[src/hw/rtl/apw_pkg.sv]
// Shared types and constants of the average pooling window unit.
package apw_pkg;

  localparam int ROW_W       = 8;
  localparam int COL_W       = 8;
  localparam int IN_SAMPLE_W = 16;
  localparam int AVG_W       = 16;
  localparam int CNT_W       = 8;
  localparam int COORD_W     = 13;  // signed window coordinate, row*stride - pad + offset
  localparam int CFG_IDX_W   = 3;
  localparam int CFG_DATA_W  = 9;

  typedef enum logic [CFG_IDX_W-1:0] {
    REG_IN_HEIGHT         = 3'd0,
    REG_IN_WIDTH          = 3'd1,
    REG_KERNEL_H          = 3'd2,
    REG_KERNEL_W          = 3'd3,
    REG_STRIDE_H          = 3'd4,
    REG_STRIDE_W          = 3'd5,
    REG_PAD_BEGIN         = 3'd6,
    REG_COUNT_INCLUDE_PAD = 3'd7
  } cfg_reg_t;

  typedef enum logic {
    REQ_STORE   = 1'b0,
    REQ_AVERAGE = 1'b1
  } req_type_t;

  typedef enum logic [2:0] {
    ST_IDLE,
    ST_SCAN,
    ST_DRAIN,
    ST_PREP,
    ST_DIV,
    ST_FIN
  } state_t;

  localparam logic [8:0] RST_IN_HEIGHT = 9'd256;
  localparam logic [8:0] RST_IN_WIDTH  = 9'd256;
  localparam logic [3:0] RST_KERNEL    = 4'd2;
  localparam logic [3:0] RST_STRIDE    = 4'd2;
  localparam logic [7:0] RST_PAD       = 8'd0;
  localparam logic       RST_CIP       = 1'b0;

endpackage

[src/hw/rtl/apw_div.sv]
// Iterative signed-by-unsigned divider, one quotient bit per cycle, truncating toward zero.
module apw_div #(
  parameter int W = 24
) (
  input  logic                            clk,
  input  logic                            rst_n,
  input  logic                            start,
  input  logic signed [W-1:0]             dividend,
  input  logic [apw_pkg::CNT_W-1:0]       divisor,
  output logic                            done,
  output logic signed [W-1:0]             quotient
);

  localparam int CW = (W > 1) ? $clog2(W) : 1;

  logic                          busy_r;
  logic                          done_r;
  logic [CW-1:0]                 cnt_r;
  logic [apw_pkg::CNT_W-1:0]     rem_r, rem_nxt;
  logic [apw_pkg::CNT_W-1:0]     dvs_r;
  logic [W-1:0]                  quo_r, quo_nxt;
  logic                          neg_r;
  logic [apw_pkg::CNT_W:0]       trial;
  logic                          qbit;

  // Remainder stays below the divisor, so the shifted trial fits one extra bit.
  always_comb begin
    trial = {rem_r, quo_r[W-1]};
    qbit  = (trial >= {1'b0, dvs_r});
    rem_nxt = qbit ? apw_pkg::CNT_W'(trial - {1'b0, dvs_r}) : trial[apw_pkg::CNT_W-1:0];
    quo_nxt = {quo_r[W-2:0], qbit};
  end

  always_ff @(posedge clk) begin
    if (!rst_n) begin
      busy_r <= 1'b0;
      done_r <= 1'b0;
      cnt_r  <= '0;
    end else begin
      done_r <= 1'b0;
      if (start) begin
        busy_r <= 1'b1;
        cnt_r  <= '0;
      end else if (busy_r) begin
        cnt_r <= cnt_r + 1'b1;
        if (cnt_r == CW'(W - 1)) begin
          busy_r <= 1'b0;
          done_r <= 1'b1;
        end
      end
    end
  end

  always_ff @(posedge clk) begin
    if (start) begin
      neg_r <= dividend[W-1];
      quo_r <= dividend[W-1] ? W'(-dividend) : W'(dividend);
      rem_r <= '0;
      dvs_r <= divisor;
    end else if (busy_r) begin
      quo_r <= quo_nxt;
      rem_r <= rem_nxt;
    end
  end

  assign done     = done_r;
  assign quotient = neg_r ? $signed(W'(-quo_r)) : $signed(quo_r);

endmodule

[config.mk]
export PLATFORM = sky130hd
export DESIGN_NAME = apw_div
export DESIGN_NICKNAME = d
export VERILOG_FILES = /design/src/hw/rtl/apw_pkg.sv /design/src/hw/rtl/apw_div.sv
export SDC_FILE = /design/constraint.sdc
export NUM_CORES = 1
export LEC_CHECK = 0
export ABC_AREA = 1
export BUFFER_PORTS_ARGS = -buffer_cell sky130_fd_sc_hd__buf_4
export CORE_MARGIN = 4
export CORE_UTILIZATION = 40
export CTS_CLUSTER_DIAMETER = 80
export CTS_CLUSTER_SIZE = 16
export DETAILED_ROUTE_END_ITERATION = 8
export PLACE_DENSITY = 0.62
export SLEW_MARGIN = 40
export SYNTH_ARGS = -nofsm -noshare
export SYNTH_HDL_FRONTEND = slang
export SYNTH_SLANG_ARGS = --single-unit
[constraint.sdc]
create_clock -name clk -period 2.3 [get_ports clk]
set_input_delay 0.115 -clock clk [delete_from_list [all_inputs] [get_ports clk]]
set_output_delay 0.115 -clock clk [all_outputs]
set_load 0.01 [all_outputs]
==> results.py, run 1 <==
metrics = {
    "timing": {
        "post-route-period-util_pct": 92.69,
        "finalSetupTns_ns": 0,
        "worstMarginPinSlew_ns": 0.5543,
        "final_max_slew_viol_count": 0,
        "period_needed_ns": 2.132,
        "final-setup-viol-count": 0,
        "max_clock_freq_mhz": 469.1,
        "slew_headroom_pct": 62.91,
        "rsz0062_at_grt": "false",
        "hold_viol_final": 0,
        "clock-skew-final_ns": 0.007327,
    },
    "grt": {
        "grt_pass1_vias": 3284,
        "grt_start_max_net_pins": 27,
        "antenna_found_initial": 0,
        "grt_pass1_wl_mm": 15.36,
        "overflow": 0,
        "grt_usage_pct": 16.88,
    },
    "setup_path": {
        "slowest_stage": "edfxtp_1",
        "worstPathRequired_ns": 2.18,
        "startpoint_type": "register",
        "r2r_setup_slack_ns": 0.53,
        "setup.worst_path.end": "quotient[16]",
        "r2r-start": "rem_r[5]",
        "cp_cell_sequence": "inv_1 -> ha_1 -> nand2_1 -> nor2_2 -> inv_1 -> nor2_1 -> nand2_1 -> xor2_1 -> nand2_1 -> nand2_1 -> buf_4",
        "critical_path.max_fanout": 5,
        "cp.buffers_inverters": 3,
        "end_kind": "output pin",
        "cp.arrival_ns": 2.02,
        "r2r-end": "quo_r[0]",
        "path_delay_family": "simple AND/OR/NAND/NOR gates",
        "crit_path_max_incr_delay_ns": 0.41,
        "crit_top_cell": "nand2_1",
        "r2r_cells": 9,
        "worstSetupPathType": "register to output pin",
        "cp.depth": 11,
        "startpoint": "quo_r[0]",
    },
    "floorplanning": {
        "io_pins": 60,
        "die_w_um": 104.0,
        "dieArea_um2": 10820,
        "core_um2": 8848,
        "rows": 34,
        "die_y_um": 104.0,
        "initial_core_util_pct": 41.69,
    },
    "power_and_ir_drop": {
        "power_leakage_nw": 2.102,
        "peakVddDrop_uv": 244.7,
        "power_density_nw_per_um2": 521.4,
    },
    "finish": {
        "syn2layout_area_growth_pct": 19.40,
        "fin_nets": 647,
        "mostFrequentLayoutCells": "162 x nand2_1, 69 x inv_1, 64 x buf_4, 58 x nand3_1, 54 x nor2_1",
        "fin_cells": 709,
        "num_antenna_cells": 0,
        "final_common_cell": "nand2_1",
        "drive_gt1_share_pct": 15.64,
    },
    "routing": {
        "drtPass1Iterations": 5,
        "drcViolationCount": 0,
        "antenna_left": 0,
        "dr_total_vias": 3529,
        "drt_iter0_markers": 184,
        "routed_wl_mm": 9.146,
        "wl_per_cell_um": 12.90,
        "via_per_inst": 4.977,
    },
    "logic_synthesis": {
        "synth_top_family_by_area": "simple AND/OR/NAND/NOR gates",
        "yosys_warnings": 0,
        "synth-main-ff-cell": "edfxtp_1",
        "synth_top_area_share_pct": 26.87,
        "syn_avg_cell_area_um2": 6.907,
        "synth_edf_count": 33,
        "synth_area_leaders": "edfxtp_1 27%, nand2_1 16%, dfxtp_1 8.1%, nand3_1 7.9%, inv_1 7.0%",
        "synth_mux_area_share_pct": 0,
        "ys_seq_area_share_pct": 35.01,
        "synth_cell_types": 36,
        "synth.largest_area_cell": "edfxtp_1",
        "synth_compound_gate_area_share_pct": 7.463,
        "netlist_area_um2": 3689,
        "synth_xor_area_share_pct": 6.886,
        "synthAdderAreaFrac_pct": 4.274,
        "netlist_instances": 534,
        "async_flop_share_pct": 0,
        "syn_nets": 581,
        "synthSimpleGateAreaFrac_pct": 37.45,
        "synth_seq_cells": 48,
    },
    "placed_design": {
        "portBuffers": 59,
        "dp_hpwl_mm": 7.305,
        "dpl.cell_count": 693,
        "gp_congestion": 0.9175,
    },
    "run_status": {
        "outcome": "complete, no violations",
    },
    "min_path": {
        "hold_path.class": "primary input to register",
    },
    "cts": {
        "cts_setup_buffers": 0,
        "clock_latency_ns": 0.30,
        "cts_made_buffers": 5,
        "cts_root_buf": "clkbuf_8",
        "htree_levels": 2,
        "cts.path.max_buffers": 2,
        "clock_sinks": 48,
        "cts_tree": "done",
        "clk_pin_slew_worst_paths_ns": 0.08,
    },
    "run": {
        "max-cap-violations": 0,
    },
}
## cells by family after synthesis
group / after synthesis
AND/OR/NAND/NOR: 313
buffers and inverters: 84
AO/OA/AOI/OAI: 48
flip-flops: 48
XOR/XNOR: 29
adder cells (fa/ha/maj): 12
## sequential cells by signal, indices dropped and copies added (netlist names)
name and flops:
done 1, dvs_r 8, cnt_r 5, neg_r 1
busy_r 1, quo_r 24, rem_r 8
## how the worst min path moves through the flow
| stage | slack (ns) | cells after the start | startpoint | to |
|---|---|---|---|---|
| floorplan | 0.21 | 0 | divisor[0] | dvs_r[0] |
| global placement | 0.29 | 1 | divisor[7] | dvs_r[7] |
| detailed placement | 0.29 | 1 | divisor[1] | dvs_r[1] |
| CTS | 0.06 | 3 | rst_n | busy_r |
| global route | 0.07 | 3 | rst_n | busy_r |
| finish | 0.07 | 3 | rst_n | busy_r |
## worst min-delay path, cell delays in order
cell	delay, ns
buf_4	0.08
inv_1	0.04
a21oi_1	0.10
## cells in the mapped netlist, drive strengths merged, types with 3 or more instances
library cell / number
nand2: 169
a21oi: 11
dfxtp: 15
o21ai: 31
nand4: 12
nor3: 4
edfxtp: 33
inv: 70
ha: 11
a31oi: 3
nand3b: 3
clkbuf: 4
nor2: 64
nand3: 60
xnor2: 6
xor2: 23
buf: 9
## cell type report
cell class                      count  area [um2]
Clock buffer                        8       80.08
Fill cell                         899        4444
Tap cell                          108       135.1
Timing Repair Buffer               72       560.5
Sequential cell                    48        1291
Multi-Input combinational cell    402        2071
Inverter                           71       266.5
## where the power goes
group / internal, mW / leakage [nW] / switching, mW
Clock: 0.217 / 0.0395 / 0.272
Sequential: 1.01 / 0.456 / 0.0648
Combinational: 0.308 / 1.61 / 0.425
Total: 1.53 / 2.10 / 0.762
## stage by stage
stage	setup WS, ns	hold slack (ns)	instance area [um2]	utilization, %	power, mW
2_1_floorplan	0.7056	0.2139	3689	-	1.519
6_report	0.1682	0.07097	4404	49.77	2.296
3_3_place_gp	0.4998	0.2929	4242	47.94	1.809
5_1_grt	0.007658	0.06896	4404	49.77	2.447
4_1_cts	0.1174	0.05745	4402	49.75	2.322
3_5_place_dp	0.4749	0.2949	4242	47.94	1.818
## layer usage
| layer | GRT usage (%) | vias to the layer above | routed length, um |
|---|---|---|---|
| met2 | 27.16 | 78 | 4160 |
| met3 | 2.669 | 7 | 404 |
| met5 | 0 | - | 0 |
| met1 | 23.71 | 1593 | 4485 |
| li1 | - | 1851 | - |
| met4 | 4.179 | 0 | 95 |
## repair_timing
action                                  in CTS  in global routing
hold endpoints to repair                     8                  0
endpoints found under the setup margin       0                  1
hold buffers                                 8                  0
resized for setup                            0                  1
Note: power is estimated with default switching activity, not from simulation.
==> run 2: changes to the inputs <==
- BUFFER_PORTS_ARGS: -buffer_cell sky130_fd_sc_hd__buf_4 -> -buffer_cell sky130_fd_sc_hd__buf_2
- PLACE_DENSITY: 0.62 -> not set
- PLACE_DENSITY_LB_ADDON: not set -> 0.15
- SLEW_MARGIN: 40 -> 20
==> run 2 against run 1 <==
  * Worst hold slack got worse by 0.014 ns
  * Clock skew decreased by 0.0022 ns
  * Wire length increased by 0.39%
==> results.py, run 2 (synthesized netlist as in run 1, its figures left out) <==
metrics = {
    "routing": {
        "dr_total_vias": 3497,
        "drcViolationCount": 0,
        "wl_per_cell_um": 12.93,
        "antenna_left": 0,
        "routed_wl_mm": 9.182,
        "drt_iter0_markers": 165,
        "drtPass1Iterations": 4,
        "via_per_inst": 4.925,
    },
    "placed_design": {
        "placedInstanceArea_um2": 4101,
        "gp_congestion": 0.8700,
        "dp_hpwl_mm": 7.229,
        "place_ws_ns": 0.5182,
        "portBuffers": 59,
    },
    "floorplanning": {
        "rows": 34,
        "initial_core_util_pct": 41.69,
        "dieArea_um2": 10820,
        "io_pins": 60,
        "die_y_um": 104.0,
        "core_um2": 8848,
        "die_w_um": 104.0,
    },
    "grt": {
        "grt_start_max_net_pins": 27,
        "grt_pass1_vias": 3303,
        "antenna_found_initial": 0,
        "overflow": 0,
        "grt_pass1_wl_mm": 15.13,
        "grt_usage_pct": 16.86,
    },
    "setup_path": {
        "startpoint_type": "register",
        "cp.arrival_ns": 2.01,
        "end_kind": "output pin",
        "worstSetupPathType": "register to output pin",
        "r2r_setup_slack_ns": 0.53,
        "worstPathRequired_ns": 2.18,
        "r2r-end": "quo_r[0]",
        "critical_path.max_fanout": 5,
        "r2r_cells": 10,
        "r2r-start": "dvs_r[6]",
    },
    "finish": {
        "finish.instance_area_um2": 4274,
        "syn2layout_area_growth_pct": 15.88,
        "fin_nets": 648,
        "drive_gt1_share_pct": 16.11,
        "final_common_cell": "nand2_1",
        "num_antenna_cells": 0,
        "regMostFlops": "quo_r",
        "reg_top3": "quo_r: 24 flops, dvs_r: 8 flops, rem_r: 8 flops",
        "largest_reg_flops": 24,
        "mostFrequentLayoutCells": "162 x nand2_1, 69 x inv_1, 59 x buf_2, 58 x nand3_1, 55 x nor2_1",
    },
    "cts": {
        "cts_made_buffers": 5,
        "cts_root_buf": "clkbuf_8",
        "htree_levels": 2,
        "cts_resized": 0,
        "cts.path.max_buffers": 2,
        "clock_sinks": 48,
        "cts_tree": "done",
        "clk_pin_slew_worst_paths_ns": 0.08,
        "clock_latency_ns": 0.30,
    },
    "timing": {
        "final_max_slew_viol_count": 0,
        "rsz0062_at_grt": "false",
        "period_needed_ns": 2.130,
        "max_clock_freq_mhz": 469.5,
        "worstMarginPinSlew_ns": 0.5711,
        "hold_viol_final": 0,
        "post-route-period-util_pct": 92.60,
        "clock-skew-final_ns": 0.005133,
        "slew_headroom_pct": 61.79,
        "setup_ws_ns": 0.1702,
        "finalSetupTns_ns": 0,
        "final-setup-viol-count": 0,
    },
    "min_path": {
        "holdPathStages": 3,
        "hold_path_startpoint": "rst_n",
        "hold_path.class": "primary input to register",
        "holdPathEnd": "busy_r",
    },
    "power_and_ir_drop": {
        "power_density_nw_per_um2": 529.8,
        "peakVddDrop_uv": 298.3,
        "power_leakage_nw": 2.070,
    },
    "run_status": {
        "outcome": "complete, no violations",
    },
    "run": {
        "max-cap-violations": 0,
    },
}
-- run 2: cell types whose count changed in the layout (fill, tap and decap cells not counted), moves of 2 or more --
cell,previous run,this run
buf_2,0,59
buf_4,64,6
clkbuf_1,3,0
clkinv_2,0,2
-- run 2: how the worst max path moves through the flow --
stage | cells after the start | to | start | slack (ns)
2_1_floorplan | 10 | quo_r[0] | dvs_r[6] | 0.71
3_3_place_gp | 10 | quo_r[0] | dvs_r[6] | 0.54
3_5_place_dp | 10 | quo_r[0] | dvs_r[6] | 0.52
4_1_cts | 11 | quotient[16] | quo_r[0] | 0.16
5_1_grt | 11 | quotient[16] | quo_r[0] | 0.01
6_report | 11 | quotient[16] | quo_r[0] | 0.17
-- run 2: final cells by class --
cell class                      instances  area [um2]
Clock buffer                            6       82.58
Tap cell                              108       135.1
Clock inverter                          2       10.01
Sequential cell                        48        1291
Timing Repair Buffer                   73       420.4
Inverter                               71       266.5
Fill cell                             901        4574
Multi-Input combinational cell        402        2068
-- run 2: what timing repair did --
action	4_1_cts	5_1_grt
hold endpoints to repair	8	0
hold buffers	8	0
setup endpoints to repair	0	0
buffers inserted	0	0
-- run 2: power breakdown --
| part | total, mW | switching [mW] | internal [mW] |
|---|---|---|---|
| combinational | 0.668 | 0.416 | 0.252 |
| sequential | 1.08 | 0.0657 | 1.01 |
| clock | 0.521 | 0.280 | 0.240 |
-- run 2: through the flow --
| stage | util, % | hold WS, ns | total power [mW] | instances |
|---|---|---|---|---|
| after floorplan | - | 0.2139 | 1.519 | 534 |
| after global placement | 46.35 | 0.2961 | 1.751 | 694 |
| after detailed placement | 46.35 | 0.2942 | 1.759 | 694 |
| after CTS | 48.30 | 0.04238 | 2.301 | 710 |
| after global routing | 48.30 | 0.05523 | 2.412 | 710 |
| final | 48.30 | 0.05653 | 2.264 | 710 |
-- run 2: metal layers --
| metal | vias to the layer above | GRT usage [%] | share of wire (%) |
|---|---|---|---|
| li1 | 1850 | - | - |
| met4 | 0 | 4.938 | 1.4 |
| met2 | 69 | 30.78 | 49 |
| met5 | - | 0 | 0 |
| met1 | 1570 | 20.56 | 46 |
| met3 | 8 | 2.297 | 3.3 |
-- run 2: worst max-delay path, cell delays in order (launching register included) --
cell      delay [ns]
edfxtp_1        0.40
inv_1           0.12
ha_1            0.24
nand2_1         0.11
nor2_2          0.20
inv_1           0.07
nor2_1          0.10
nand2_1         0.06
xor2_1          0.13
nand2_1         0.06
nand2_1         0.09
buf_2           0.14
